$ cat config.mk
export PLATFORM = sky130hd
export DESIGN_NAME = gift64_cfg_regs
export DESIGN_NICKNAME = d
export VERILOG_FILES = /design/src/gift64_pkg.sv /design/src/gift64_cfg_regs.sv
export SDC_FILE = /design/constraint.sdc
export NUM_CORES = 1
export LEC_CHECK = 0
export BUFFER_PORTS_ARGS = -buffer_cell sky130_fd_sc_hd__buf_2
export CAP_MARGIN = 20
export CELL_PAD_IN_SITES_DETAIL_PLACEMENT = 1
export CELL_PAD_IN_SITES_GLOBAL_PLACEMENT = 1
export CORE_UTILIZATION = 34
export CTS_CLUSTER_DIAMETER = 50
export DETAILED_ROUTE_END_ITERATION = 7
export PLACE_DENSITY_LB_ADDON = 0.1
export SYNTH_ARGS = -nofsm -noshare
export SYNTH_HDL_FRONTEND = slang
export SYNTH_SLANG_ARGS = --single-unit
$ cat constraint.sdc
create_clock -name aclk -period 1.2 [get_ports aclk]
set_input_delay 0.06 -clock aclk [delete_from_list [all_inputs] [get_ports aclk]]
set_output_delay 0.06 -clock aclk [all_outputs]
set_load 0.01 [all_outputs]
$ cat src/gift64_pkg.sv
package gift64_pkg;

    localparam int BLOCK_W = 64;
    localparam int KEY_W   = 128;
    localparam int RK_W    = 32;
    localparam int ROUND_W = 5;
    localparam int ADDR_W  = 5;
    localparam int DATA_W  = 64;
    localparam int NUM_RCON = 28;

    // register index, taken from paddr[4:3]
    localparam logic [1:0] REG_KEY_HIGH    = 2'd0;
    localparam logic [1:0] REG_KEY_LOW     = 2'd1;
    localparam logic [1:0] REG_ROUND_COUNT = 2'd2;

    localparam logic [ROUND_W-1:0] ROUND_COUNT_RST = 5'd28;

    typedef struct packed {
        logic [KEY_W-1:0]   key;
        logic [ROUND_W-1:0] rounds;
    } cfg_t;

    localparam logic [3:0] SBOX [16] = '{
        4'h1, 4'ha, 4'h4, 4'hc, 4'h6, 4'hf, 4'h3, 4'h9,
        4'h2, 4'hd, 4'hb, 4'h7, 4'h5, 4'h0, 4'h8, 4'he
    };

    localparam logic [5:0] RCON [NUM_RCON] = '{
        6'h01, 6'h03, 6'h07, 6'h0F, 6'h1F, 6'h3E, 6'h3D, 6'h3B, 6'h37, 6'h2F,
        6'h1E, 6'h3C, 6'h39, 6'h33, 6'h27, 6'h0E, 6'h1D, 6'h3A, 6'h35, 6'h2B,
        6'h16, 6'h2C, 6'h18, 6'h30, 6'h21, 6'h02, 6'h05, 6'h0B
    };

    function automatic logic [BLOCK_W-1:0] sub_nibbles(input logic [BLOCK_W-1:0] x);
        logic [BLOCK_W-1:0] y;
        y = '0;
        for (int n = 0; n < 16; n++) begin
            y[4*n +: 4] = SBOX[x[4*n +: 4]];
        end
        return y;
    endfunction

    // fixed bit permutation: pure wiring
    function automatic logic [BLOCK_W-1:0] perm_bits(input logic [BLOCK_W-1:0] x);
        logic [BLOCK_W-1:0] y;
        int grp;
        int pos;
        int bt;
        int dst;
        y = '0;
        for (int i = 0; i < 64; i++) begin
            grp = i >> 4;
            pos = (i >> 2) & 3;
            bt  = i & 3;
            dst = 4 * grp + 16 * ((3 * pos + bt) & 3) + bt;
            y[dst[5:0]] = x[i];
        end
        return y;
    endfunction

    function automatic logic [BLOCK_W-1:0] add_const(input logic [BLOCK_W-1:0] x,
                                                     input logic [5:0] c);
        logic [BLOCK_W-1:0] y;
        y = x;
        y[63] = ~y[63];
        y[23] = y[23] ^ c[5];
        y[19] = y[19] ^ c[4];
        y[15] = y[15] ^ c[3];
        y[11] = y[11] ^ c[2];
        y[7]  = y[7]  ^ c[1];
        y[3]  = y[3]  ^ c[0];
        return y;
    endfunction

    function automatic logic [BLOCK_W-1:0] add_round_key(input logic [BLOCK_W-1:0] x,
                                                         input logic [RK_W-1:0] rk);
        logic [BLOCK_W-1:0] y;
        y = x;
        for (int i = 0; i < 16; i++) begin
            y[4*i]   = y[4*i]   ^ rk[i];
            y[4*i+1] = y[4*i+1] ^ rk[16+i];
        end
        return y;
    endfunction

    function automatic logic [BLOCK_W-1:0] gift_round(input logic [BLOCK_W-1:0] x,
                                                      input logic [RK_W-1:0] rk,
                                                      input logic [5:0] c);
        return add_round_key(add_const(perm_bits(sub_nibbles(x)), c), rk);
    endfunction

    // key update: rotations and word moves only
    function automatic logic [KEY_W-1:0] next_key(input logic [KEY_W-1:0] k);
        logic [63:0] hi;
        logic [63:0] lo;
        logic [15:0] w1;
        logic [15:0] w0;
        hi = k[127:64];
        lo = k[63:0];
        w1 = lo[31:16];
        w0 = lo[15:0];
        return {w1[1:0], w1[15:2], w0[11:0], w0[15:12], hi[63:32], hi[31:0], lo[63:32]};
    endfunction

endpackage

$ cat src/gift64_cfg_regs.sv
module gift64_cfg_regs #(
    parameter int MAX_ROUNDS = 28
) (
    input  logic                            aclk,
    input  logic                            aresetn,
    input  logic                            psel,
    input  logic                            penable,
    input  logic                            pwrite,
    input  logic [gift64_pkg::ADDR_W-1:0]   paddr,
    input  logic [gift64_pkg::DATA_W-1:0]   pwdata,
    output logic [gift64_pkg::DATA_W-1:0]   prdata,
    output logic                            pready,
    output gift64_pkg::cfg_t                cfg
);

    localparam logic [gift64_pkg::ROUND_W-1:0] MAX_R = gift64_pkg::ROUND_W'(MAX_ROUNDS);

    logic [63:0]                      key_high_reg;
    logic [63:0]                      key_low_reg;
    logic [gift64_pkg::ROUND_W-1:0]   round_count_reg;
    logic                             wr_en;
    logic [1:0]                       reg_idx;

    assign pready  = 1'b1;
    assign wr_en   = psel & penable & pwrite & pready;
    assign reg_idx = paddr[4:3];

    always_ff @(posedge aclk) begin
        if (!aresetn) begin
            key_high_reg    <= '0;
            key_low_reg     <= '0;
            round_count_reg <= gift64_pkg::ROUND_COUNT_RST;
        end else if (wr_en) begin
            case (reg_idx)
                gift64_pkg::REG_KEY_HIGH:    key_high_reg    <= pwdata;
                gift64_pkg::REG_KEY_LOW:     key_low_reg     <= pwdata;
                gift64_pkg::REG_ROUND_COUNT: round_count_reg <= pwdata[gift64_pkg::ROUND_W-1:0];
                default: ;
            endcase
        end
    end

    always_comb begin
        case (reg_idx)
            gift64_pkg::REG_KEY_HIGH:    prdata = key_high_reg;
            gift64_pkg::REG_KEY_LOW:     prdata = key_low_reg;
            gift64_pkg::REG_ROUND_COUNT:
                prdata = {{(gift64_pkg::DATA_W-gift64_pkg::ROUND_W){1'b0}}, round_count_reg};
            default:                     prdata = '0;
        endcase
    end

    // counts above the pipeline depth run the full depth
    assign cfg.key    = {key_high_reg, key_low_reg};
    assign cfg.rounds = (round_count_reg > MAX_R) ? MAX_R : round_count_reg;

endmodule

# ---- Yosys cells after proc, flatten, opt, wreduce, memory -nomap -nowiden
# Cells that the tools add are included.
dict set report op_classes {
  n_lt_le_gt_ge 1
  n_eq_ne 2
  n_mux 2
  bitwise 2
  reduce_logical 4
}
# op n
set op_table {}
lappend op_table {{$pmux W64 S3} 1}
lappend op_table {{$reduce_and A2 Y1} 3}
lappend op_table {{$gt A5 B5 Y1 const B} 1}
lappend op_table {{$mux W5} 1}
lappend op_table {{$and A1 B1 Y1} 2}
lappend op_table {{$eq A2 B1 Y1 const B} 1}
lappend op_table {{$eq A2 B2 Y1 const B} 1}
lappend op_table {{$logic_not A2 Y1} 1}
dict set report totals {
  register_bits 133
  elab_cells 14
}

# ---- Depth between registers and ports, before layout
# Gate-level depths: netlist (run 1).
dict set report logic_depth {
  word_depth 3
  depth_mapped 5
  depth_no_buf 3
}

# ---- Worst setup path before layout (run 1)
# OpenSTA, ideal clock, no wires.
dict set report synth_timing {
  kind {input-to-reg}
  from {in pwrite}
  to {reg key_high_reg[10]}
  setup_time_ps 72
  arrival_ps 940
  required_time_ps 1128
  setup_slack_ps 188
  cell_stages 5
  path_buffers 2
  cell_sequence {and3_4 > nor3b_4 > buf_12 > buf_12 > mux2i_1}
}
dict set report synth_between {
  elab_chain_len 2
}
# item line
set synth_lines {}
lappend synth_lines {{from (decl)} gift64_cfg_regs.sv:8} ;# input logic pwrite,
lappend synth_lines {{$and A1 B1 Y1} gift64_cfg_regs.sv:25} ;# assign wr_en = psel & penable & pwrite & pready;
lappend synth_lines {{$reduce_and A2 Y1 (no source line)} n/a}
lappend synth_lines {{to (signal assigned)} gift64_cfg_regs.sv:35} ;# gift64_pkg::REG_KEY_HIGH: key_high_reg <= pwdata;
lappend synth_lines {{to (decl)} gift64_cfg_regs.sv:18} ;# logic [63:0] key_high_reg;
# Every way passes these cells.
# A chain may end at the register's enable or synchronous reset.

# ---- Worst setup path after layout (run 1)
dict set report layout_timing {
  from {reg key_low_reg[3]}
  to {out prdata[3] in the netlist's numbering}
}
dict set report layout_between {
  elab_chain_len 1
}
# item line
set layout_lines {}
lappend layout_lines {{from (decl)} gift64_cfg_regs.sv:19} ;# logic [63:0] key_low_reg;
lappend layout_lines {{from (signal assigned)} gift64_cfg_regs.sv:36} ;# gift64_pkg::REG_KEY_LOW: key_low_reg <= pwdata;
lappend layout_lines {{$pmux W64 S3} gift64_cfg_regs.sv:44} ;# case (reg_idx)
lappend layout_lines {{to (decl)} gift64_cfg_regs.sv:11} ;# output logic [gift64_pkg::DATA_W-1:0] prdata,
# Every way passes these cells.

==> results.rst, run 1 <==
.. list-table::
   :header-rows: 1

   * - Metric
     - Value
   * - Crit path time final
     - 1.25 ns
   * - Buffer depth of the longest clock path
     - 2
   * - Number of nets at the end of the flow
     - 1084
   * - Post-synthesis net count
     - 738
   * - Fraction of layout instances using a drive strength above 1
     - 45.3%
   * - Number of maximum-capacitance violations
     - 0
   * - DP Wirelength
     - 13.9 mm
   * - P_leak
     - 4.88 nW
   * - Starting Density
     - 35.1%
   * - Site Rows
     - 48
   * - Required time of the critical path
     - 1.14 ns
   * - Vias in the first global route
     - 6104
   * - Multi-input gate area
     - 3060 sq um
   * - WP data arrival
     - 1.19 ns
   * - Period utilization
     - 104%
   * - Utilization after layout
     - 53.1%
   * - Number of antenna violations at the first check in global routing
     - 0
   * - Count of unresolved DRC violations after routing
     - 0
   * - CTS root buf
     - sky130_fd_sc_hd__clkbuf_16
   * - Die outline area
     - 18600 sq um
   * - Clock transition at the register clock pins on the worst setup and hold paths after CTS
     - 0.06 ns
   * - Fill cell instance count of the final layout
     - 2104
   * - Cell Area, Placed
     - 7700 sq um
   * - Layout overhead on the synthesized area
     - 51.2%
   * - Core outline area
     - 17500 sq um
   * - CP Class
     - reg -> out
   * - Chip width
     - 136 microns
   * - Worst Hold Path Cells
     - 3
   * - CTS tree
     - done
   * - Cts bufs inserted
     - 17
   * - Hold violation total from the final report
     - 0
   * - Global-route congestion overflow total
     - 0
   * - Yosys synthesis warning count
     - 0
   * - Unrepaired setup endpoints after global routing
     - true
   * - Final sum of negative setup slack
     - -0.0740 ns
   * - Class of the tightest hold or removal check
     - in -> reg
   * - Total Power Consumption
     - 10.5 mW
   * - Design Area, Final
     - 9280 sq um
   * - Switching power share of the total
     - 24.6%
   * - Number of sinks handled by clock tree synthesis
     - 133
   * - Avg WL per Cell
     - 16.0 microns
   * - Share of power burned in registers
     - 43.2%
   * - Setup Viol. Count Final
     - 2
   * - Combinational fraction of design power
     - 9.4%
   * - Length in cells of the worst reg-to-reg path
     - 3
   * - Maximum number of pins on one net before global-route repair
     - 93
   * - Number of design-rule violations left by the first detailed-router iteration
     - 172
   * - Remaining antenna violation count
     - 0
   * - Setup crit end kind
     - output pin
   * - Synthesized flop and latch total
     - 133
   * - Cell Int Power
     - 7.89 mW
   * - Htree depth
     - 4
   * - Kind of start point of the critical path
     - flop
   * - Number of detailed-route iterations in the first pass
     - 4
   * - Number of library cell types mapped by synthesis
     - 20
   * - I/O pin count
     - 272
   * - Height of the die
     - 136 microns
   * - P_sw
     - 2.58 mW
   * - IO buf count
     - 267
   * - Largest driver fanout on the critical path
     - 3
   * - Top library cells by usage in the layout, fill and taps aside
     - 263 x sky130_fd_sc_hd__buf_2, 199 x sky130_fd_sc_hd__nand2_1, 193 x sky130_fd_sc_hd__mux2i_1
   * - Post-layout worst setup margin
     - -0.0516 ns
   * - Result of the run
     - complete, but fails checks
   * - Clock share of power
     - 47.3%
   * - Slew of the pin with the lowest slew margin
     - 0.549 ns
   * - Number of cells produced by synthesis
     - 664
   * - Most common library cell in the layout ignoring fill and taps
     - sky130_fd_sc_hd__buf_2
   * - Global-route wire length before repair
     - 30.3 mm
   * - Hold slack final
     - 0.163 ns
   * - Worst slack at placement
     - -0.00508 ns
   * - DRT Wirelength
     - 19.9 mm
   * - Routed vias
     - 5877
   * - Power density of the placed cells
     - 1130 nW/um^2
   * - Number of instances in the placed design
     - 1126
   * - Ant diodes
     - 0
   * - Final slew viol count
     - 0
   * - Routability Congestion
     - 0.747
   * - Total routing resource utilization after global routing
     - 21.0%
   * - Clock insertion delay at the later pin of the skew report
     - 0.41 ns
   * - Maximum clock frequency
     - 799 MHz
   * - Average instance area after synthesis
     - 9.24 sq um
   * - Headroom to the max-slew limit
     - 63.4%
   * - Sequential element share of the synthesized area
     - 43.4%
   * - Cell area after synthesis
     - 6140 sq um
   * - IR drop worst, VDD
     - 932 uV
   * - Sequential cell area
     - 2810 sq um
   * - Setup Skew
     - 0 ns
   * - Count of placed standard cells in the final layout, fillers left out
     - 1248
   * - Failing checks
     - setup timing
   * - Via count normalized by instance count
     - 4.71
[Yosys cell counts]
cell type / number / share of area (%)
sky130_fd_sc_hd__nand2_1: 199 / 12
sky130_fd_sc_hd__mux2i_1: 194 / 32
sky130_fd_sc_hd__dfxtp_1: 133 / 43
sky130_fd_sc_hd__nor2_1: 59 / 3.6
sky130_fd_sc_hd__clkbuf_1: 22 / 1.3
sky130_fd_sc_hd__buf_2: 9 / 0.73
sky130_fd_sc_hd__buf_4: 8 / 0.98
sky130_fd_sc_hd__buf_12: 7 / 2.3
sky130_fd_sc_hd__buf_6: 7 / 1.3
sky130_fd_sc_hd__o21ai_0: 5 / 0.41
sky130_fd_sc_hd__nand3_1: 4 / 0.33
sky130_fd_sc_hd__and2_1: 3 / 0.31
sky130_fd_sc_hd__buf_1: 3 / 0.18
sky130_fd_sc_hd__inv_1: 3 / 0.18
sky130_fd_sc_hd__o211ai_1: 3 / 0.37
sky130_fd_sc_hd__and3_4: 1 / 0.18
sky130_fd_sc_hd__conb_1: 1 / 0.061
sky130_fd_sc_hd__nand3b_1: 1 / 0.12
sky130_fd_sc_hd__nor2b_1: 1 / 0.10
sky130_fd_sc_hd__nor3b_4: 1 / 0.31
[worst max-delay path, cell delays in order (launching register included)]
cell and delay, ns:
sky130_fd_sc_hd__dfxtp_2 0.34, sky130_fd_sc_hd__mux2i_2 0.18, sky130_fd_sc_hd__o21ai_1 0.10, sky130_fd_sc_hd__buf_2 0.17
[logic make-up after synthesis]
family | Yosys count | share of synthesized area (%)
flip-flops | 133 | 43.4
buffers and inverters | 59 | 6.99
AND/OR/NAND/NOR | 269 | 17.1
other | 1 | 0.0611
AO/OA/AOI/OAI | 8 | 0.775
multiplexers | 194 | 31.6
[layer usage]
layer  global-route usage [%]  wire (microns)
met3                     4.40            1020
met1                     23.2            8300
met2                     38.6           10300
met4                     8.64             367
met5                        0               0
[layout make-up]
type                    instances  area share (%)
multi-input cells             472            33.0
flip-flops and latches        133            30.3
repair buffers                383            27.5
clock buffers                  19            4.78
well taps                     225            3.04
clock inverters                13            1.38
inverters                       3           0.121
[final timing paths]
path                                         from  slack [ns]                               to
hold reg to reg      key_high_reg[1]$_SDFFE_PN0P_        0.47     key_high_reg[1]$_SDFFE_PN0P_
setup / recovery      key_low_reg[3]$_SDFFE_PN0P_       -0.05                        prdata[3]
hold / removal                            aresetn        0.16  round_count_reg[3]$_SDFFE_PN1P_
setup reg to reg  round_count_reg[4]$_SDFFE_PN1P_        0.41  round_count_reg[4]$_SDFFE_PN1P_
[power groups by stage]
stage | clock network (mW) | registers [mW] | logic [mW]
CTS | 5.09 | 4.53 | 0.973
floorplan | 0 | 4.64 | 0.461
global placement | 0 | 4.62 | 0.764
detailed placement | 0 | 4.62 | 0.795
finish | 4.96 | 4.53 | 0.985
global route | 5.27 | 4.53 | 1.07
[timing repair]
item                                    CTS  global route
hold buffers                             64             0
endpoints found under the setup margin   18            60
endpoints found under the hold margin   133             0
pin swaps                                 3             1
gates resized for setup                  30            90
setup buffers                             5            21
No activity file was read; power rests on OpenSTA's default activity.
==> run 2, diff against run 1 <==
Settings changed: RECOVER_POWER from default to 50.
==> results.rst, run 2 (synthesis results as in run 1) <==
.. list-table::
   :header-rows: 1

   * - Metric
     - Value
   * - Result of the run
     - complete, but fails checks
   * - Failing checks
     - setup timing
   * - Hold violation total from the final report
     - 0 (unchanged)
   * - Power density of the placed cells
     - 1150 nW/um^2 (+1.7%)
   * - Number of nets at the end of the flow
     - 1084 (unchanged)
   * - Clock transition at the register clock pins on the worst setup and hold paths after CTS
     - 0.06 ns (about the same)
   * - Setup Skew
     - 0 ns (unchanged)
   * - Vias in the first global route
     - 6104 (unchanged)
   * - Number of sinks handled by clock tree synthesis
     - 133 (unchanged)
   * - Ant diodes
     - 0 (unchanged)
   * - I/O pin count
     - 272 (unchanged)
   * - Via count normalized by instance count
     - 4.71 (about the same)
   * - CTS root buf
     - sky130_fd_sc_hd__clkbuf_16
   * - Fill cell instance count of the final layout
     - 2128 (+1.1%)
   * - Sequential cell area
     - 2800 sq um (about the same)
   * - Routability Congestion
     - 0.747 (unchanged)
   * - Avg WL per Cell
     - 16.0 microns (+0.16%)
   * - Count of unresolved DRC violations after routing
     - 0 (unchanged)
   * - Final sum of negative setup slack
     - -0.0732 ns (+0.000710 ns)
   * - Slew of the pin with the lowest slew margin
     - 0.545 ns (-0.00421 ns)
   * - Headroom to the max-slew limit
     - 63.7% (+0.28 points)
   * - Hold slack final
     - 0.160 ns (-0.00310 ns)
   * - Site Rows
     - 48 (unchanged)
   * - Combinational fraction of design power
     - 9.2% (-0.2 points)
   * - Number of design-rule violations left by the first detailed-router iteration
     - 173 (+0.58%)
   * - Global-route congestion overflow total
     - 0 (unchanged)
   * - DRT Wirelength
     - 20.0 mm (+0.16%)
   * - Switching power share of the total
     - 24.7% (+0.026 points)
   * - Critical path's top delay family
     - flip-flops
   * - Length in cells of the worst reg-to-reg path
     - 3 (unchanged)
   * - Fraction of layout instances using a drive strength above 1
     - 43.7% (-1.6 points)
   * - IO buf count
     - 267 (unchanged)
   * - CP Class
     - reg -> out
   * - Most common library cell in the layout ignoring fill and taps
     - sky130_fd_sc_hd__buf_2
   * - Global-route wire length before repair
     - 30.3 mm (unchanged)
   * - Path length in cells of the critical path
     - 3 (unchanged)
   * - Htree depth
     - 4 (unchanged)
   * - Period utilization
     - 104% (about the same)
   * - Top library cells by usage in the layout, fill and taps aside
     - 260 x sky130_fd_sc_hd__buf_2, 199 x sky130_fd_sc_hd__nand2_1, 193 x sky130_fd_sc_hd__mux2i_1
   * - Routed vias
     - 5881 (+0.068%)
   * - P_sw
     - 2.58 mW (-0.12%)
   * - Crit path cell chain
     - mux2i_2 -> o21ai_1 -> buf_2
   * - Critical path buffer and inverter count
     - 1 (unchanged)
   * - Clock share of power
     - 47.5% (+0.2 points)
   * - Setup Viol. Count Final
     - 3 (+1)
   * - Largest driver fanout on the critical path
     - 3 (unchanged)
   * - Total Power Consumption
     - 10.4 mW (-0.22%)
   * - Number of detailed-route iterations in the first pass
     - 4 (unchanged)
   * - Chip width
     - 136 microns (unchanged)
   * - Required time of the critical path
     - 1.14 ns (about the same)
   * - Share of power burned in registers
     - 43.3% (about the same)
   * - Remaining antenna violation count
     - 0 (unchanged)
   * - Starting Density
     - 35.1% (unchanged)
   * - Crit path time final
     - 1.25 ns (+0.000874 ns)
   * - Clock insertion delay at the later pin of the skew report
     - 0.41 ns (about the same)
   * - Multi-input gate area
     - 3050 sq um (-0.16%)
   * - Cell Int Power
     - 7.87 mW (-0.26%)
   * - R2R Path End
     - round_count_reg[4]$_SDFFE_PN1P_
   * - Layout overhead on the synthesized area
     - 48.3%
   * - P_leak
     - 4.78 nW (-2.1%)
   * - IR drop worst, VDD
     - 931 uV (-0.17%)
   * - Worst r2r src
     - round_count_reg[4]$_SDFFE_PN1P_
   * - WP data arrival
     - 1.19 ns (about the same)
   * - Setup crit end kind
     - output pin
   * - Number of antenna violations at the first check in global routing
     - 0 (unchanged)
   * - DP Wirelength
     - 13.9 mm (unchanged)
   * - Worst slack at placement
     - -0.00508 ns (unchanged)
   * - Class of the tightest hold or removal check
     - in -> reg
   * - Cts bufs inserted
     - 17 (unchanged)
   * - Post-layout worst setup margin
     - -0.0525 ns (-0.000874 ns)
   * - Buffer depth of the longest clock path
     - 2 (unchanged)
   * - Core outline area
     - 17500 sq um (unchanged)
   * - Kind of start point of the critical path
     - flop
   * - Final slew viol count
     - 0 (unchanged)
   * - Number of maximum-capacitance violations
     - 0 (unchanged)
   * - FF-to-FF setup slack
     - 0.40 ns (about the same)
   * - CTS tree
     - done
   * - Critical Path Start
     - key_low_reg[3]$_SDFFE_PN0P_
   * - Utilization after layout
     - 52.1% (-1.0 points)
   * - Height of the die
     - 136 microns (unchanged)
   * - Critical-path top delay cell
     - sky130_fd_sc_hd__dfxtp_2
   * - Capturing instance or port of the critical path
     - prdata[3]
   * - Die outline area
     - 18600 sq um (unchanged)
   * - Unrepaired setup endpoints after global routing
     - true
   * - Maximum number of pins on one net before global-route repair
     - 93 (unchanged)
   * - Maximum clock frequency
     - 798 MHz (about the same)
   * - Maximum cell stage delay along the critical path
     - 0.34 ns (about the same)
   * - Total routing resource utilization after global routing
     - 21.0% (unchanged)
[run 2: cell count changes in the layout (fill, tap and decap cells not counted), sizes merged]
cell,delta
buf,-21
clkbuf,+21
[run 2: how the worst min path moves through the flow]
stage / start / to / slack (ns) / depth (start not counted)
3_5_place_dp: pwdata[33] / key_high_reg[33]$_SDFFE_PN0P_ / 0.34 / 3
4_1_cts: aresetn / round_count_reg[4]$_SDFFE_PN1P_ / 0.15 / 3
2_1_floorplan: pwdata[10] / key_low_reg[10]$_SDFFE_PN0P_ / 0.22 / 2
6_report: aresetn / round_count_reg[3]$_SDFFE_PN1P_ / 0.16 / 3
5_1_grt: aresetn / key_high_reg[8]$_SDFFE_PN0P_ / 0.17 / 4
3_3_place_gp: pwdata[31] / key_low_reg[31]$_SDFFE_PN0P_ / 0.33 / 3
[run 2: power by group through the flow]
stage               clock network [mW]  registers (mW)  logic, mW
global placement                     0            4.62      0.764
global route                      5.27            4.53       1.05
detailed placement                   0            4.62      0.795
finish                            4.96            4.53      0.962
floorplan                            0            4.64      0.461
CTS                               5.09            4.53      0.973
[run 2: area by class of cell]
cell class | instances | share of cell area [%]
multi-input combinational | 472 | 33.5
timing repair buffer | 383 | 26.2
inverter | 3 | 0.124
clock buffer | 19 | 4.87
tap | 225 | 3.09
sequential | 133 | 30.8
clock inverter | 13 | 1.40
[run 2: worst reg2reg max path: stages, from the launching register on]
cell,delay (ns)
sky130_fd_sc_hd__dfxtp_4,0.37
sky130_fd_sc_hd__buf_4,0.11
sky130_fd_sc_hd__inv_1,0.03
sky130_fd_sc_hd__o211ai_1,0.20
[run 2: timing repair]
| action | CTS | global route |
|---|---|---|
| pin swaps | 3 | 1 |
| endpoints found under the setup margin | 18 | 60 |
| resized for setup | 30 | 90 |
| gates cloned | 0 | 0 |
| hold endpoints to repair | 133 | 0 |
| setup buffers | 5 | 21 |
| hold buffers | 64 | 0 |
[run 2: metrics by stage]
stage               instances  instance area [sq um]
floorplan                 664                   6140
global placement         1126                   7700
detailed placement       1126                   7700
CTS                      1227                   8990
global route             1248                   9100
finish                   1248                   9100
[run 2: per-layer routing]
layer	share of wire [%]	vias up	wire [microns]	GRT usage [%]
met1	42	2778	8330	23.2
met3	5.1	23	1020	4.40
met4	1.6	0	313	8.64
met5	0	-	0	0
li1	-	2881	-	-
met2	52	199	10300	38.6
