File: src/gift64_pkg.sv
package gift64_pkg;

    localparam int BLOCK_W = 64;
    localparam int KEY_W   = 128;
    localparam int RK_W    = 32;
    localparam int ROUND_W = 5;
    localparam int ADDR_W  = 5;
    localparam int DATA_W  = 64;
    localparam int NUM_RCON = 28;

    // register index, taken from paddr[4:3]
    localparam logic [1:0] REG_KEY_HIGH    = 2'd0;
    localparam logic [1:0] REG_KEY_LOW     = 2'd1;
    localparam logic [1:0] REG_ROUND_COUNT = 2'd2;

    localparam logic [ROUND_W-1:0] ROUND_COUNT_RST = 5'd28;

    typedef struct packed {
        logic [KEY_W-1:0]   key;
        logic [ROUND_W-1:0] rounds;
    } cfg_t;

    localparam logic [3:0] SBOX [16] = '{
        4'h1, 4'ha, 4'h4, 4'hc, 4'h6, 4'hf, 4'h3, 4'h9,
        4'h2, 4'hd, 4'hb, 4'h7, 4'h5, 4'h0, 4'h8, 4'he
    };

    localparam logic [5:0] RCON [NUM_RCON] = '{
        6'h01, 6'h03, 6'h07, 6'h0F, 6'h1F, 6'h3E, 6'h3D, 6'h3B, 6'h37, 6'h2F,
        6'h1E, 6'h3C, 6'h39, 6'h33, 6'h27, 6'h0E, 6'h1D, 6'h3A, 6'h35, 6'h2B,
        6'h16, 6'h2C, 6'h18, 6'h30, 6'h21, 6'h02, 6'h05, 6'h0B
    };

    function automatic logic [BLOCK_W-1:0] sub_nibbles(input logic [BLOCK_W-1:0] x);
        logic [BLOCK_W-1:0] y;
        y = '0;
        for (int n = 0; n < 16; n++) begin
            y[4*n +: 4] = SBOX[x[4*n +: 4]];
        end
        return y;
    endfunction

    // fixed bit permutation: pure wiring
    function automatic logic [BLOCK_W-1:0] perm_bits(input logic [BLOCK_W-1:0] x);
        logic [BLOCK_W-1:0] y;
        int grp;
        int pos;
        int bt;
        int dst;
        y = '0;
        for (int i = 0; i < 64; i++) begin
            grp = i >> 4;
            pos = (i >> 2) & 3;
            bt  = i & 3;
            dst = 4 * grp + 16 * ((3 * pos + bt) & 3) + bt;
            y[dst[5:0]] = x[i];
        end
        return y;
    endfunction

    function automatic logic [BLOCK_W-1:0] add_const(input logic [BLOCK_W-1:0] x,
                                                     input logic [5:0] c);
        logic [BLOCK_W-1:0] y;
        y = x;
        y[63] = ~y[63];
        y[23] = y[23] ^ c[5];
        y[19] = y[19] ^ c[4];
        y[15] = y[15] ^ c[3];
        y[11] = y[11] ^ c[2];
        y[7]  = y[7]  ^ c[1];
        y[3]  = y[3]  ^ c[0];
        return y;
    endfunction

    function automatic logic [BLOCK_W-1:0] add_round_key(input logic [BLOCK_W-1:0] x,
                                                         input logic [RK_W-1:0] rk);
        logic [BLOCK_W-1:0] y;
        y = x;
        for (int i = 0; i < 16; i++) begin
            y[4*i]   = y[4*i]   ^ rk[i];
            y[4*i+1] = y[4*i+1] ^ rk[16+i];
        end
        return y;
    endfunction

    function automatic logic [BLOCK_W-1:0] gift_round(input logic [BLOCK_W-1:0] x,
                                                      input logic [RK_W-1:0] rk,
                                                      input logic [5:0] c);
        return add_round_key(add_const(perm_bits(sub_nibbles(x)), c), rk);
    endfunction

    // key update: rotations and word moves only
    function automatic logic [KEY_W-1:0] next_key(input logic [KEY_W-1:0] k);
        logic [63:0] hi;
        logic [63:0] lo;
        logic [15:0] w1;
        logic [15:0] w0;
        hi = k[127:64];
        lo = k[63:0];
        w1 = lo[31:16];
        w0 = lo[15:0];
        return {w1[1:0], w1[15:2], w0[11:0], w0[15:12], hi[63:32], hi[31:0], lo[63:32]};
    endfunction

endpackage

File: src/gift64_round_stage.sv
module gift64_round_stage #(
    parameter int STAGE = 0
) (
    input  logic                             aclk,
    input  logic                             aresetn,
    input  logic                             in_valid,
    output logic                             in_ready,
    input  logic [gift64_pkg::BLOCK_W-1:0]   in_block,
    input  logic [gift64_pkg::RK_W-1:0]      round_key,
    input  logic [gift64_pkg::ROUND_W-1:0]   rounds,
    output logic                             out_valid,
    input  logic                             out_ready,
    output logic [gift64_pkg::BLOCK_W-1:0]   out_block
);

    localparam logic [gift64_pkg::ROUND_W-1:0] STAGE_IDX = gift64_pkg::ROUND_W'(STAGE);

    logic                            valid_reg;
    logic [gift64_pkg::BLOCK_W-1:0]  block_reg;
    logic [gift64_pkg::BLOCK_W-1:0]  block_next;

    assign in_ready = ~valid_reg | out_ready;

    // stages past the configured count pass the word unchanged
    always_comb begin
        if (STAGE_IDX < rounds) begin
            block_next = gift64_pkg::gift_round(in_block, round_key,
                                                gift64_pkg::RCON[STAGE]);
        end else begin
            block_next = in_block;
        end
    end

    always_ff @(posedge aclk) begin
        if (!aresetn) begin
            valid_reg <= 1'b0;
        end else if (in_ready) begin
            valid_reg <= in_valid;
        end
    end

    always_ff @(posedge aclk) begin
        if (in_ready && in_valid) begin
            block_reg <= block_next;
        end
    end

    assign out_valid = valid_reg;
    assign out_block = block_reg;

endmodule

File: config.mk
export PLATFORM = sky130hd
export DESIGN_NAME = gift64_round_stage
export DESIGN_NICKNAME = d
export VERILOG_FILES = /design/src/gift64_pkg.sv /design/src/gift64_round_stage.sv
export SDC_FILE = /design/constraint.sdc
export NUM_CORES = 1
export LEC_CHECK = 0
export ABC_AREA = 1
export BUFFER_PORTS_ARGS = -buffer_cell sky130_fd_sc_hd__buf_2
export CORE_MARGIN = 3
export CORE_UTILIZATION = 50
export CTS_CLUSTER_SIZE = 8
export DETAILED_ROUTE_END_ITERATION = 10
export GPL_ROUTABILITY_DRIVEN = 0
export PLACE_DENSITY = 0.85
export SYNTH_ARGS = -nofsm -noshare
export SYNTH_HDL_FRONTEND = slang
export SYNTH_SLANG_ARGS = --single-unit
File: constraint.sdc
create_clock -name aclk -period 6.2 [get_ports aclk]
set_input_delay 1.24 -clock aclk [delete_from_list [all_inputs] [get_ports aclk]]
set_output_delay 1.24 -clock aclk [all_outputs]
set_load 0.005 [all_outputs]
* Word-level counts from Yosys, hierarchy flattened
Memory sizes are Yosys's and may differ from the RTL's. Index checks and enable logic that the tools add are counted.
Storage, ports and cells: ROM bits 1024, memories kept 16, output and inout bits 66, bits in registers 65, logic and storage cells 121, bits in latches 0, memory bits (writable) 0
Memory list:
- (no name shown) | words 16, width 4, rd ports 1, clocked after memory_dff 0, write ports 0, RTL line gift64_pkg.sv:38 | y[4*n +: 4] = SBOX[x[4*n +: 4]];
- (no name shown) | words 16, width 4, rd ports 1, clocked after memory_dff 0, write ports 0, RTL line gift64_pkg.sv:38
- (no name shown) | words 16, width 4, rd ports 1, clocked after memory_dff 0, write ports 0, RTL line gift64_pkg.sv:38
- (no name shown) | words 16, width 4, rd ports 1, clocked after memory_dff 0, write ports 0, RTL line gift64_pkg.sv:38
- (no name shown) | words 16, width 4, rd ports 1, clocked after memory_dff 0, write ports 0, RTL line gift64_pkg.sv:38
- (no name shown) | words 16, width 4, rd ports 1, clocked after memory_dff 0, write ports 0, RTL line gift64_pkg.sv:38
- 10 more memories
Cells by class: muxes and demuxes 33, shifts and indexed selects 0, bitwise logic cells 52, divide/modulo/power cells 0, eq/ne operators 0, order comparisons 17, add/sub/neg operators 0, multipliers 0, reductions and logical operators 1
Operators with widths (count):
- $mux W4 | 32
- $ge A5 B5 Y1 const B | 16
- $not A4 Y5 | 16
- $mux W64 | 1
- $xor A1 B1 Y1 | 32
- $lt A1 B5 Y1 const A | 1
- $not A1 Y1 | 3
- $logic_and A1 B1 Y1 | 1
- $or A1 B1 Y1 | 1

* Logic depth before layout (Yosys ltp)
Gate-level depths: netlist (run 1).
depth in word-level cells 6, gate-level depth with buffers 9, gate-level depth less buffers 8

* Worst setup path before layout (run 1)
Ideal clock, no wire load.
kind in2reg, from input in_valid, to register block_reg, in the netlist out_block[0], enable pin, required time 5.693 ns, path slack 1.308 ns, setup time 0.507 ns, stages on the path 2, path buffers 0, data arrival time 4.385 ns, cell sequence inv_1 a21oi_1
On the way: longest elaborated chain between the ends 1
RTL lines:
- from (decl) | RTL line gift64_round_stage.sv:6 | input logic in_valid,
- $logic_and A1 B1 Y1 | RTL line gift64_round_stage.sv:43 | if (in_ready && in_valid) begin
- to (signal assigned) | RTL line gift64_round_stage.sv:44 | block_reg <= block_next;
- to (decl) | RTL line gift64_round_stage.sv:19 | logic [gift64_pkg::BLOCK_W-1:0] block_reg;
No other way between the ends. A chain may end at the register's enable or synchronous reset.

* Worst setup path after layout (run 1)
from input out_ready, to output in_ready
On the way: longest elaborated chain between the ends 1
RTL lines:
- from (decl) | RTL line gift64_round_stage.sv:12 | input logic out_ready,
- $or A1 B1 Y1 | RTL line gift64_round_stage.sv:22 | assign in_ready = ~valid_reg | out_ready;
- to (decl) | RTL line gift64_round_stage.sv:7 | output logic in_ready,
No other way between the ends.

==> tab_implementation.tex, run 1 <==
\begin{tabular}{lr}
\hline
Metric & Value \\
\hline
\multicolumn{2}{l}{\textbf{Status}} \\
\quad Run status & complete, no violations \\
\multicolumn{2}{l}{\textbf{Power}} \\
\quad Static Leakage & 3.446 nW \\
\quad Power Density & 195.6 nW/um2 \\
\quad IR Drop Worst-Case VDD & 0.1254 mV \\
\multicolumn{2}{l}{\textbf{Setup path}} \\
\quad Cell-by-cell trace of the critical path & buf\_2 -> inv\_1 -> nand2\_1 -> buf\_2 \\
\quad Max stage delay cell, worst path & buf\_2 \\
\quad Critical path's largest stage delay & 0.12 ns \\
\quad Number of cells on the worst reg-to-reg path & 2 \\
\quad Endpoint required time on the critical path & 4.96 ns \\
\quad Number of buffer and inverter instances along the worst setup path & 3 \\
\quad Gate family responsible for the most delay along the worst path & buffers and inverters \\
\quad Data arrival at the endpoint of the critical path & 1.63 ns \\
\quad Capture point of the worst reg-to-reg path & out\_block[37]\$\_DFFE\_PP\_ \\
\quad Register-to-register setup slack & 4.62 ns \\
\quad Max Fanout on Critical Path & 2 \\
\quad Worst Path Class, Setup & in -> out \\
\quad Launch point of the worst reg-to-reg path & out\_valid\$\_SDFFE\_PN0P\_ \\
\quad Type of destination of the critical path & primary output \\
\quad Category of the worst setup path launch point & input pin \\
\quad Most numerous cell on the critical path & buf\_2 \\
\multicolumn{2}{l}{\textbf{Floorplanning}} \\
\quad DIE AREA & 11840 um2 \\
\quad Total core area & 10040 um2 \\
\quad Cell row count & 36 \\
\quad Die H & 108.8 um \\
\quad Starting density of the core & 52.62\% \\
\quad Chip Width & 108.8 um \\
\quad Number of primary I/O pins & 171 \\
\multicolumn{2}{l}{\textbf{Final layout}} \\
\quad Final nets & 1052 \\
\quad Leading cell type in the layout, fill and taps excluded & nand2\_1 \\
\quad Final Instance Area & 6401 um2 \\
\quad Most used cells in the layout excluding fill and tap cells & nand2\_1, buf\_2, inv\_1 \\
\quad Ratio of cells with drive above 1 in the final layout & 20.54\% \\
\quad Area growth from synthesis to final layout & 21.12\% \\
\quad Finished Core Util & 63.73\% \\
\quad ANT cells & 0 \\
\multicolumn{2}{l}{\textbf{Clocking}} \\
\quad Clock transition time at the flip-flop clock pins of the worst setup and hold paths & 0.08 ns \\
\quad Worst skew pair latency & 0.35 ns \\
\quad Buffer cell driving the clock tree root & clkbuf\_8 \\
\quad CTS buffer count & 9 \\
\quad \# H-tree levels & 3 \\
\quad Number of cells upsized or downsized after cts & 0 \\
\quad TritonCTS Sinks & 65 \\
\quad CTS tree & yes \\
\quad Post-CTS Setup Bufs & 0 \\
\quad Worst-case clock buffer depth & 2 \\
\quad Number of buffers added to fix hold violations after cts & 0 \\
\multicolumn{2}{l}{\textbf{Timing}} \\
\quad Final number of max-transition violations & 0 \\
\quad Final worst path period share & 46.24\% \\
\quad Hold Violations, Final & 0 \\
\quad Total negative slack & 0 ns \\
\quad Tightest hold margin & 0.5477 ns \\
\quad RSZ-0062 raised after global routing & false \\
\quad Post-route setup slack & 3.333 ns \\
\quad Max Freq & 348.8 MHz \\
\quad Slew of the pin with the lowest slew margin & 0.8546 ns \\
\quad Clock period minus worst slack & 2.867 ns \\
\quad Max Clock Skew & 0.01402 ns \\
\quad Number of failing setup endpoints in the final timing report & 0 \\
\quad Max-slew headroom & 43.03\% \\
\multicolumn{2}{l}{\textbf{Routing}} \\
\quad Initial DRC count & 308 \\
\quad Total via count after detailed routing & 5316 \\
\quad Remaining design rule violation count & 0 \\
\quad Final antenna-violating net count & 0 \\
\quad Post-detailed-route via-to-cell ratio & 5.048 \\
\quad DRT Wirelength & 13890 um \\
\quad Avg WL per Cell & 13.19 um \\
\quad Number of detailed-route iterations in the first pass & 5 \\
\multicolumn{2}{l}{\textbf{Logic synthesis}} \\
\quad Simple-gate share of the synthesized area & 31.94\% \\
\quad Mean instance size in the synthesized netlist & 6.963 um2 \\
\quad Post-synth top flop & edfxtp\_1 \\
\quad Share of the synthesized area in compound gates (AO/OA/AOI/OAI) & 8.475\% \\
\quad Post-synthesis instance area & 5285 um2 \\
\quad Largest family of logic cells by synthesized area & simple AND/OR/NAND/NOR gates \\
\quad Sequential fraction of the synthesis area & 36.74\% \\
\quad Fraction of synthesis flops using an asynchronous set or reset pin & 0\% \\
\quad Number of synthesized flops with an enable pin & 64 \\
\quad Synthesized-area fraction occupied by adder cells & 7.576\% \\
\quad Number of different library cells in the post-synthesis netlist & 21 \\
\quad YS warnings & 0 \\
\quad Number of standard cells after synthesis & 759 \\
\quad Xor/xnor cell area share of the yosys netlist & 5.303\% \\
\quad Share of synthesized area spent on multiplexers & 0\% \\
\quad Seq cells post-synth & 65 \\
\quad Net count after synthesis & 896 \\
\multicolumn{2}{l}{\textbf{Global routing}} \\
\quad First-pass GRT wire length & 21540 um \\
\quad GRT Residual Overflow & 0 \\
\quad Overall fraction of global-route tracks in use & 23.25\% \\
\quad Vias in the first global route & 4594 \\
\quad Number of antenna violations at the first check in global routing & 0 \\
\quad Largest net degree at the start of global routing & 86 \\
\multicolumn{2}{l}{\textbf{Hold path}} \\
\quad Cells on Worst Hold Path & 2 \\
\quad Tightest Hold Check Type & reg -> reg \\
\quad Worst Hold Launch & out\_valid\$\_SDFFE\_PN0P\_ \\
\quad Endpoint of the worst hold path & out\_valid\$\_SDFFE\_PN0P\_ \\
\multicolumn{2}{l}{\textbf{Placement}} \\
\quad Post-detailed-placement cell area & 6192 um2 \\
\quad Number of buffers inserted by port buffering & 170 \\
\quad Post-Place Setup Slack & 3.332 ns \\
\quad Estimated wirelength of the detail-placed design & 10650 um \\
\multicolumn{2}{l}{\textbf{Job}} \\
\quad Maximum Capacitance Violations & 0 \\
\hline
\end{tabular}
how the worst max path moves through the flow:
stage	start	endpoint	slack, ns	cells after the start
2_1_floorplan	in_valid	out_block[0]$_DFFE_PP_	1.31	2
3_3_place_gp	out_ready	in_ready	3.34	4
3_5_place_dp	out_ready	in_ready	3.33	4
4_1_cts	out_ready	in_ready	3.33	4
5_1_grt	out_ready	in_ready	3.30	4
6_report	out_ready	in_ready	3.33	4
state kept, by name (all words and copies together), names as in the netlist:
name       cells
out_block     64
out_valid      1
power breakdown:
| part | switching, W | internal [W] | leakage [nW] |
|---|---|---|---|
| combinational | 0.000183 | 0.000125 | 2.71 |
| clock | 0.000174 | 0.000222 | 0.104 |
| sequential | 0.0000123 | 0.000536 | 0.627 |
tightest hold or removal path, delay by kind of cell (launching register included):
| kind | cells | cell delay, ns |
|---|---|---|
| simple gates | 1 | 0.08 |
| compound gates | 1 | 0.07 |
| flops | 1 | 0.35 |
logic make-up (layout without fill, tap and decap cells):
family,count (synthesis),count (layout)
XOR/XNOR,32,32
AND/OR/NAND/NOR,416,416
adder cells (fa/ha/maj),32,32
AO/OA/AOI/OAI,85,85
flip-flops,65,65
buffers and inverters,129,290
through the flow:
stage          power (W)  cells
2_1_floorplan  0.0007410    759
3_3_place_gp   0.0008572   1037
3_5_place_dp   0.0008651   1037
4_1_cts         0.001252   1053
5_1_grt         0.001324   1053
6_report        0.001252   1053
Yosys cell counts, types with 8 or more instances:
cell	count	area (um2)
nand3_1	95	475.5
a31oi_1	14	87.58
nand2_1	263	987.2
buf_2	14	70.07
xor2_1	16	140.1
inv_1	101	379.1
nor2_1	56	210.2
ha_1	32	400.4
clkbuf_1	8	30.03
o21ai_0	62	310.3
xnor2_1	16	140.1
edfxtp_1	64	1922
layer usage:
| metal | GRT usage, % | wire length (um) |
|---|---|---|
| met3 | 3.730 | 1083 |
| met4 | 6.673 | 238 |
| met2 | 39.06 | 6521 |
| met5 | 0 | 0 |
| met1 | 31.06 | 6048 |
final cells by class:
class / count / area, um2
fillers: 934 / 3643
multi-input cells: 565 / 2835
flip-flops and latches: 65 / 1942
repair buffers: 172 / 865.8
inverters: 102 / 382.9
well taps: 133 / 166.4
clock buffers: 9 / 123.9
clock inverters: 7 / 85.08
No activity file was read; power rests on OpenSTA's default activity.
==> run 2, diff against run 1 <==
==> constraint.sdc (replaced) <==
create_clock -name aclk -period 2.9 [get_ports aclk]
set_input_delay 0.58 -clock aclk [delete_from_list [all_inputs] [get_ports aclk]]
set_output_delay 0.58 -clock aclk [all_outputs]
set_load 0.005 [all_outputs]
==> run 2 against run 1 <==
Against the previous run: via count increased by 1.7%; wire length about the same; cell count increased by 0.19%; die area unchanged; design area about the same; utilization about the same.
==> tab_implementation.tex, run 2 (synthesis results as in run 1) <==
\begin{tabular}{lr}
\hline
Metric & Value \\
\hline
\multicolumn{2}{l}{\textbf{Status}} \\
\quad Run status & complete, no violations \\
\multicolumn{2}{l}{\textbf{Final layout}} \\
\quad Area growth from synthesis to final layout & 21.07\% (about the same) \\
\quad Final instance count without filler cells & 1055 (+0.19\%) \\
\quad Largest register FFs & 64 (unchanged) \\
\quad Finished Core Util & 63.70\% (about the same) \\
\quad Fill cells & 941 (+0.75\%) \\
\quad Final nets & 1053 (+0.095\%) \\
\quad Final Instance Area & 6399 um2 (about the same) \\
\quad Most used cells in the layout excluding fill and tap cells & nand2\_1, buf\_2, inv\_1 \\
\quad Ratio of cells with drive above 1 in the final layout & 20.74\% (+0.19 points) \\
\quad Leading cell type in the layout, fill and taps excluded & nand2\_1 \\
\multicolumn{2}{l}{\textbf{Clocking}} \\
\quad Post-CTS Setup Bufs & 0 (unchanged) \\
\quad CTS buffer count & 9 (unchanged) \\
\quad Number of buffers added to fix hold violations after cts & 0 (unchanged) \\
\quad Worst skew pair latency & 0.34 ns (about the same) \\
\quad Worst-case clock buffer depth & 2 (unchanged) \\
\quad TritonCTS Sinks & 65 (unchanged) \\
\quad Buffer cell driving the clock tree root & clkbuf\_8 \\
\quad \# H-tree levels & 3 (unchanged) \\
\quad CTS tree & yes \\
\quad Clock transition time at the flip-flop clock pins of the worst setup and hold paths & 0.07 ns (about the same) \\
\quad Number of cells upsized or downsized after cts & 0 (unchanged) \\
\multicolumn{2}{l}{\textbf{Setup path}} \\
\quad Launch point of the worst reg-to-reg path & out\_valid\$\_SDFFE\_PN0P\_ \\
\quad Endpoint required time on the critical path & 2.96 ns (-2.00 ns) \\
\quad Category of the worst setup path launch point & input pin \\
\quad Capture point of the worst reg-to-reg path & out\_block[28]\$\_DFFE\_PP\_ \\
\quad Type of destination of the critical path & flop \\
\quad Register-to-register setup slack & 1.65 ns (-2.97 ns) \\
\quad Data arrival at the endpoint of the critical path & 1.83 ns (+0.20 ns) \\
\quad Number of cells on the worst reg-to-reg path & 2 (unchanged) \\
\quad Max Fanout on Critical Path & 57 (+55) \\
\quad Worst Path Class, Setup & in -> reg \\
\multicolumn{2}{l}{\textbf{Global routing}} \\
\quad Number of antenna violations at the first check in global routing & 1 (+1) \\
\quad Largest net degree at the start of global routing & 65 (-24\%) \\
\quad GRT Residual Overflow & 0 (unchanged) \\
\quad Vias in the first global route & 4628 (+0.74\%) \\
\quad First-pass GRT wire length & 21350 um (-0.90\%) \\
\quad Overall fraction of global-route tracks in use & 23.11\% (-0.14 points) \\
\multicolumn{2}{l}{\textbf{Power}} \\
\quad Overall power consumption & 0.002561 W (+100\%) \\
\quad Power Density & 400.2 nW/um2 (+100\%) \\
\quad IR Drop Worst-Case VDD & 0.2144 mV (+71\%) \\
\quad Static Leakage & 3.449 nW (+0.11\%) \\
\multicolumn{2}{l}{\textbf{Floorplanning}} \\
\quad Total core area & 10040 um2 (unchanged) \\
\quad Number of primary I/O pins & 171 (unchanged) \\
\quad Die H & 108.8 um (unchanged) \\
\quad Starting density of the core & 52.62\% (unchanged) \\
\quad DIE AREA & 11840 um2 (unchanged) \\
\quad Chip Width & 108.8 um (unchanged) \\
\quad Cell row count & 36 (unchanged) \\
\multicolumn{2}{l}{\textbf{Placement}} \\
\quad Total placed cells including tap cells & 1038 (+0.096\%) \\
\quad Post-detailed-placement cell area & 6212 um2 (+0.32\%) \\
\quad Number of buffers inserted by port buffering & 170 (unchanged) \\
\quad Estimated wirelength of the detail-placed design & 10690 um (+0.35\%) \\
\multicolumn{2}{l}{\textbf{Job}} \\
\quad Maximum Capacitance Violations & 0 (unchanged) \\
\multicolumn{2}{l}{\textbf{Routing}} \\
\quad Remaining design rule violation count & 0 (unchanged) \\
\quad Avg WL per Cell & 13.18 um (-0.12\%) \\
\quad Initial DRC count & 306 (-0.65\%) \\
\quad Final antenna-violating net count & 0 (unchanged) \\
\quad Post-detailed-route via-to-cell ratio & 5.124 (+1.5\%) \\
\quad Number of detailed-route iterations in the first pass & 5 (unchanged) \\
\quad DRT Wirelength & 13900 um (about the same) \\
\quad Total via count after detailed routing & 5406 (+1.7\%) \\
\multicolumn{2}{l}{\textbf{Hold path}} \\
\quad Tightest Hold Check Type & in -> reg \\
\quad Cells on Worst Hold Path & 2 (unchanged) \\
\quad Endpoint of the worst hold path & out\_valid\$\_SDFFE\_PN0P\_ \\
\quad Worst Hold Launch & aresetn \\
\multicolumn{2}{l}{\textbf{Timing}} \\
\quad RSZ-0062 raised after global routing & false \\
\quad Slew of the pin with the lowest slew margin & 0.6205 ns (-0.2341 ns) \\
\quad Total negative slack & 0 ns (unchanged) \\
\quad Final worst path period share & 61.00\% \\
\quad Final number of max-transition violations & 0 (unchanged) \\
\quad Max Clock Skew & 0.008645 ns (-0.005376 ns) \\
\quad Max-slew headroom & 58.57\% (+16 points) \\
\quad Hold Violations, Final & 0 (unchanged) \\
\quad Max Freq & 565.3 MHz \\
\quad Number of failing setup endpoints in the final timing report & 0 (unchanged) \\
\quad Clock period minus worst slack & 1.769 ns \\
\hline
\end{tabular}
==> run 2: worst max-delay path: stages <==
cell,delay (ns)
buf_2,0.09
nor2_1,0.17
nand3_4,0.26
buf_4,0.39
o21ai_0,0.17
o21ai_0,0.13
==> run 2: stage by stage <==
step / hold slack [ns] / setup slack, ns
after CTS: 0.4820 / 1.116
after global placement: 0.5387 / 0.8593
final: 0.4847 / 1.131
after global routing: 0.4734 / 1.018
after detailed placement: 0.5500 / 0.7606
after floorplan: 0.5581 / 0.7456
==> run 2: per-layer routing <==
metal / global-route usage (%) / part of all wire [%] / vias up / wire length, um
li1: - / - / 2761 / -
met1: 30.08 / 43 / 2379 / 5912
met2: 37.91 / 46 / 238 / 6361
met3: 5.743 / 9.6 / 28 / 1339
met4: 7.304 / 2.1 / 0 / 287
met5: 0 / 0 / - / 0
==> run 2: worst max path at each step <==
stage	from	endpoint	slack [ns]	cells after the start
after detailed placement	rounds[0]	out_block[7]$_DFFE_PP_	0.76	6
final	rounds[0]	out_block[7]$_DFFE_PP_	1.13	6
after floorplan	out_ready	out_block[0]$_DFFE_PP_	0.75	2
after CTS	rounds[0]	out_block[7]$_DFFE_PP_	1.12	6
after global routing	rounds[0]	out_block[28]$_DFFE_PP_	1.02	6
after global placement	rounds[2]	out_block[9]$_DFFE_PP_	0.86	6
==> run 2: cell type report <==
type,instances,area [um2],area share [%]
antenna,1,2.502,0.03911
tap,133,166.4,2.601
clock buffer,13,168.9,2.640
multi-input combinational,565,2835,44.31
inverter,102,382.9,5.984
timing repair buffer,173,885.9,13.84
sequential,65,1942,30.35
clock inverter,3,15.01,0.2346
==> run 2: power breakdown <==
part | switching, W | total (W) | internal, W
combinational | 0.000390 | 0.000661 | 0.000270
clock | 0.000355 | 0.000732 | 0.000377
sequential | 0.0000237 | 0.00117 | 0.00114
==> run 3, diff against run 2 <==
==> constraint.sdc (replaced) <==
create_clock -name aclk -period 1.8 [get_ports aclk]
set_input_delay 0.36 -clock aclk [delete_from_list [all_inputs] [get_ports aclk]]
set_output_delay 0.36 -clock aclk [all_outputs]
set_load 0.005 [all_outputs]
==> run 3 against run 2 <==
Against the previous run: wire length increased by 0.75%; worst setup slack worse by 0.64 ns; die area unchanged; global-route usage rose by 0.35 points; clock-buffer cell count is the same; sequential power increased by 61%; cell count is 0.28% higher; design area up 1.3%; hold slack got worse by 0.22 ns; critical path depth fell by 4; first-iteration DRC count rose by 8.8%; critical path type is now reg -> out; largest cell class unchanged.
==> tab_implementation.tex, run 3 (synthesis results as in run 1) <==
\begin{tabular}{lr}
\hline
Metric & Value \\
\hline
\multicolumn{2}{l}{\textbf{Status}} \\
\quad Run status & complete, no violations \\
\multicolumn{2}{l}{\textbf{Timing}} \\
\quad Hold Violations, Final & 0 (unchanged) \\
\quad Max Clock Skew & 0.01240 ns (+0.003751 ns) \\
\quad Max-slew headroom & 75.07\% (+16 points) \\
\quad Final number of max-transition violations & 0 (unchanged) \\
\quad RSZ-0062 raised after global routing & false \\
\quad Slew of the pin with the lowest slew margin & 0.3740 ns (-0.2466 ns) \\
\quad Final worst path period share & 72.55\% \\
\quad Max Freq & 765.7 MHz \\
\quad Clock period minus worst slack & 1.306 ns \\
\quad Total negative slack & 0 ns (unchanged) \\
\quad Number of failing setup endpoints in the final timing report & 0 (unchanged) \\
\multicolumn{2}{l}{\textbf{Final layout}} \\
\quad Fill cells & 895 (-4.9\%) \\
\quad Sequential standard cell area & 1942 um2 (unchanged) \\
\quad Final nets & 1057 (+0.38\%) \\
\quad Final instance count without filler cells & 1058 (+0.28\%) \\
\quad Largest register FFs & 64 (unchanged) \\
\quad Most used cells in the layout excluding fill and tap cells & nand2\_1, buf\_2, inv\_1 \\
\quad Leading cell type in the layout, fill and taps excluded & nand2\_1 \\
\quad Multi-input combinational cell area & 2835 um2 (unchanged) \\
\quad Ratio of cells with drive above 1 in the final layout & 21.19\% (+0.45 points) \\
\quad Area growth from synthesis to final layout & 22.59\% \\
\quad ANT cells & 0 (-1) \\
\multicolumn{2}{l}{\textbf{Clocking}} \\
\quad CTS tree & yes \\
\quad Number of cells upsized or downsized after cts & 0 (unchanged) \\
\quad Worst skew pair latency & 0.34 ns (about the same) \\
\quad Clock transition time at the flip-flop clock pins of the worst setup and hold paths & 0.08 ns (about the same) \\
\quad Buffer cell driving the clock tree root & clkbuf\_8 \\
\quad Worst-case clock buffer depth & 2 (unchanged) \\
\quad Post-CTS Setup Bufs & 0 (unchanged) \\
\quad TritonCTS Sinks & 65 (unchanged) \\
\quad Number of buffers added to fix hold violations after cts & 0 (unchanged) \\
\quad CTS buffer count & 9 (unchanged) \\
\quad \# H-tree levels & 3 (unchanged) \\
\multicolumn{2}{l}{\textbf{Floorplanning}} \\
\quad DIE AREA & 11840 um2 (unchanged) \\
\quad Starting density of the core & 52.62\% (unchanged) \\
\quad Number of primary I/O pins & 171 (unchanged) \\
\quad Total core area & 10040 um2 (unchanged) \\
\quad Cell row count & 36 (unchanged) \\
\quad Die H & 108.8 um (unchanged) \\
\quad Chip Width & 108.8 um (unchanged) \\
\multicolumn{2}{l}{\textbf{Setup path}} \\
\quad Type of destination of the critical path & primary output \\
\quad Category of the worst setup path launch point & flop \\
\quad Launch point of the worst reg-to-reg path & out\_valid\$\_SDFFE\_PN0P\_ \\
\quad Number of cells on the worst reg-to-reg path & 2 (unchanged) \\
\quad Endpoint required time on the critical path & 1.44 ns (-1.52 ns) \\
\quad Data arrival at the endpoint of the critical path & 0.95 ns (-0.88 ns) \\
\quad Register-to-register setup slack & 0.55 ns (-1.10 ns) \\
\quad Capture point of the worst reg-to-reg path & out\_block[60]\$\_DFFE\_PP\_ \\
\quad Worst Path Class, Setup & reg -> out \\
\quad Max Fanout on Critical Path & 3 (-95\%) \\
\multicolumn{2}{l}{\textbf{Placement}} \\
\quad Number of buffers inserted by port buffering & 170 (unchanged) \\
\quad Estimated wirelength of the detail-placed design & 11020 um (+3.1\%) \\
\quad Total placed cells including tap cells & 1042 (+0.39\%) \\
\multicolumn{2}{l}{\textbf{Power}} \\
\quad Overall power consumption & 0.004256 W (+66\%) \\
\quad IR Drop Worst-Case VDD & 0.4190 mV (+95\%) \\
\quad Power Density & 656.9 nW/um2 (+64\%) \\
\quad Static Leakage & 3.484 nW (+0.99\%) \\
\multicolumn{2}{l}{\textbf{Job}} \\
\quad Maximum Capacitance Violations & 0 (unchanged) \\
\multicolumn{2}{l}{\textbf{Hold path}} \\
\quad Worst Hold Launch & aresetn \\
\quad Endpoint of the worst hold path & out\_valid\$\_SDFFE\_PN0P\_ \\
\quad Tightest Hold Check Type & in -> reg \\
\quad Cells on Worst Hold Path & 2 (unchanged) \\
\multicolumn{2}{l}{\textbf{Global routing}} \\
\quad GRT Residual Overflow & 0 (unchanged) \\
\quad Overall fraction of global-route tracks in use & 23.46\% (+0.35 points) \\
\quad First-pass GRT wire length & 21700 um (+1.6\%) \\
\quad Vias in the first global route & 4612 (-0.35\%) \\
\quad Number of antenna violations at the first check in global routing & 1 (unchanged) \\
\quad Largest net degree at the start of global routing & 61 (-6.2\%) \\
\multicolumn{2}{l}{\textbf{Routing}} \\
\quad Total via count after detailed routing & 5348 (-1.1\%) \\
\quad Metal2 WL & 6414 um (+0.83\%) \\
\quad Routed met1 length & 6067 um (+2.6\%) \\
\quad Remaining design rule violation count & 0 (unchanged) \\
\quad Post-detailed-route via-to-cell ratio & 5.055 (-1.4\%) \\
\quad Number of detailed-route iterations in the first pass & 6 (+1) \\
\quad Final antenna-violating net count & 0 (unchanged) \\
\quad Routed wl met3 & 1295 um (-3.3\%) \\
\quad Highest layer used for signal routing & met5 \\
\quad Avg WL per Cell & 13.24 um (+0.46\%) \\
\quad Initial DRC count & 333 (+8.8\%) \\
\quad DRT Wirelength & 14010 um (+0.75\%) \\
\hline
\end{tabular}
## run 3: changes by cell type in the layout (fill, tap and decap cells not counted), sizes merged
| cell | change |
|---|---|
| buf | +4 |
| bufinv | +1 |
| clkinv | -1 |
| diode | -1 |
## run 3: area by class of cell
class | instances | share of cell area, %
Timing Repair Buffer | 177 | 14.52
Clock inverter | 3 | 0.6180
Inverter | 102 | 6.103
Tap cell | 133 | 2.569
Multi-Input combinational cell | 565 | 43.76
Clock buffer | 13 | 2.453
Sequential cell | 65 | 29.97
## run 3: how the worst max path moves through the flow
| stage | start | to | slack, ns | depth (start not counted) |
|---|---|---|---|---|
| after floorplan | out_ready | out_block[0]$_DFFE_PP_ | -0.08 | 2 |
| after global placement | in_block[44] | out_block[11]$_DFFE_PP_ | 0.18 | 7 |
| after detailed placement | in_block[44] | out_block[11]$_DFFE_PP_ | 0.16 | 7 |
| after CTS | out_valid$_SDFFE_PN0P_ | in_ready | 0.47 | 2 |
| after global routing | in_block[44] | out_block[11]$_DFFE_PP_ | 0.41 | 7 |
| final | out_valid$_SDFFE_PN0P_ | in_ready | 0.49 | 2 |
## run 3: per-stage QoR
| stage | worst slack (ns) | area [um2] | util (%) | hold WS, ns |
|---|---|---|---|---|
| after floorplan | -0.07582 | 5309 | - | 0.5138 |
| after global placement | 0.1803 | 6280 | 62.52 | 0.5350 |
| after detailed placement | 0.1590 | 6280 | 62.52 | 0.5541 |
| after CTS | 0.4746 | 6479 | 64.50 | 0.2569 |
| after global routing | 0.4145 | 6479 | 64.50 | 0.2611 |
| final | 0.4940 | 6479 | 64.50 | 0.2670 |
## run 3: power breakdown
group	internal [W]	switching, W
combinational	0.000443	0.000636
clock	0.000713	0.000580
sequential	0.00184	0.0000401
total	0.00300	0.00126
## run 3: routing by layer
layer	up-vias	track usage (%)
li1	2771	-
met1	2331	32.19
met2	223	37.60
met3	21	4.677
met4	2	7.033
met5	-	0
## run 3: worst max-delay path, stage by stage, from the launching register on
cell	delay [ns]
dfxtp_1	0.39
nand2_1	0.09
buf_2	0.13
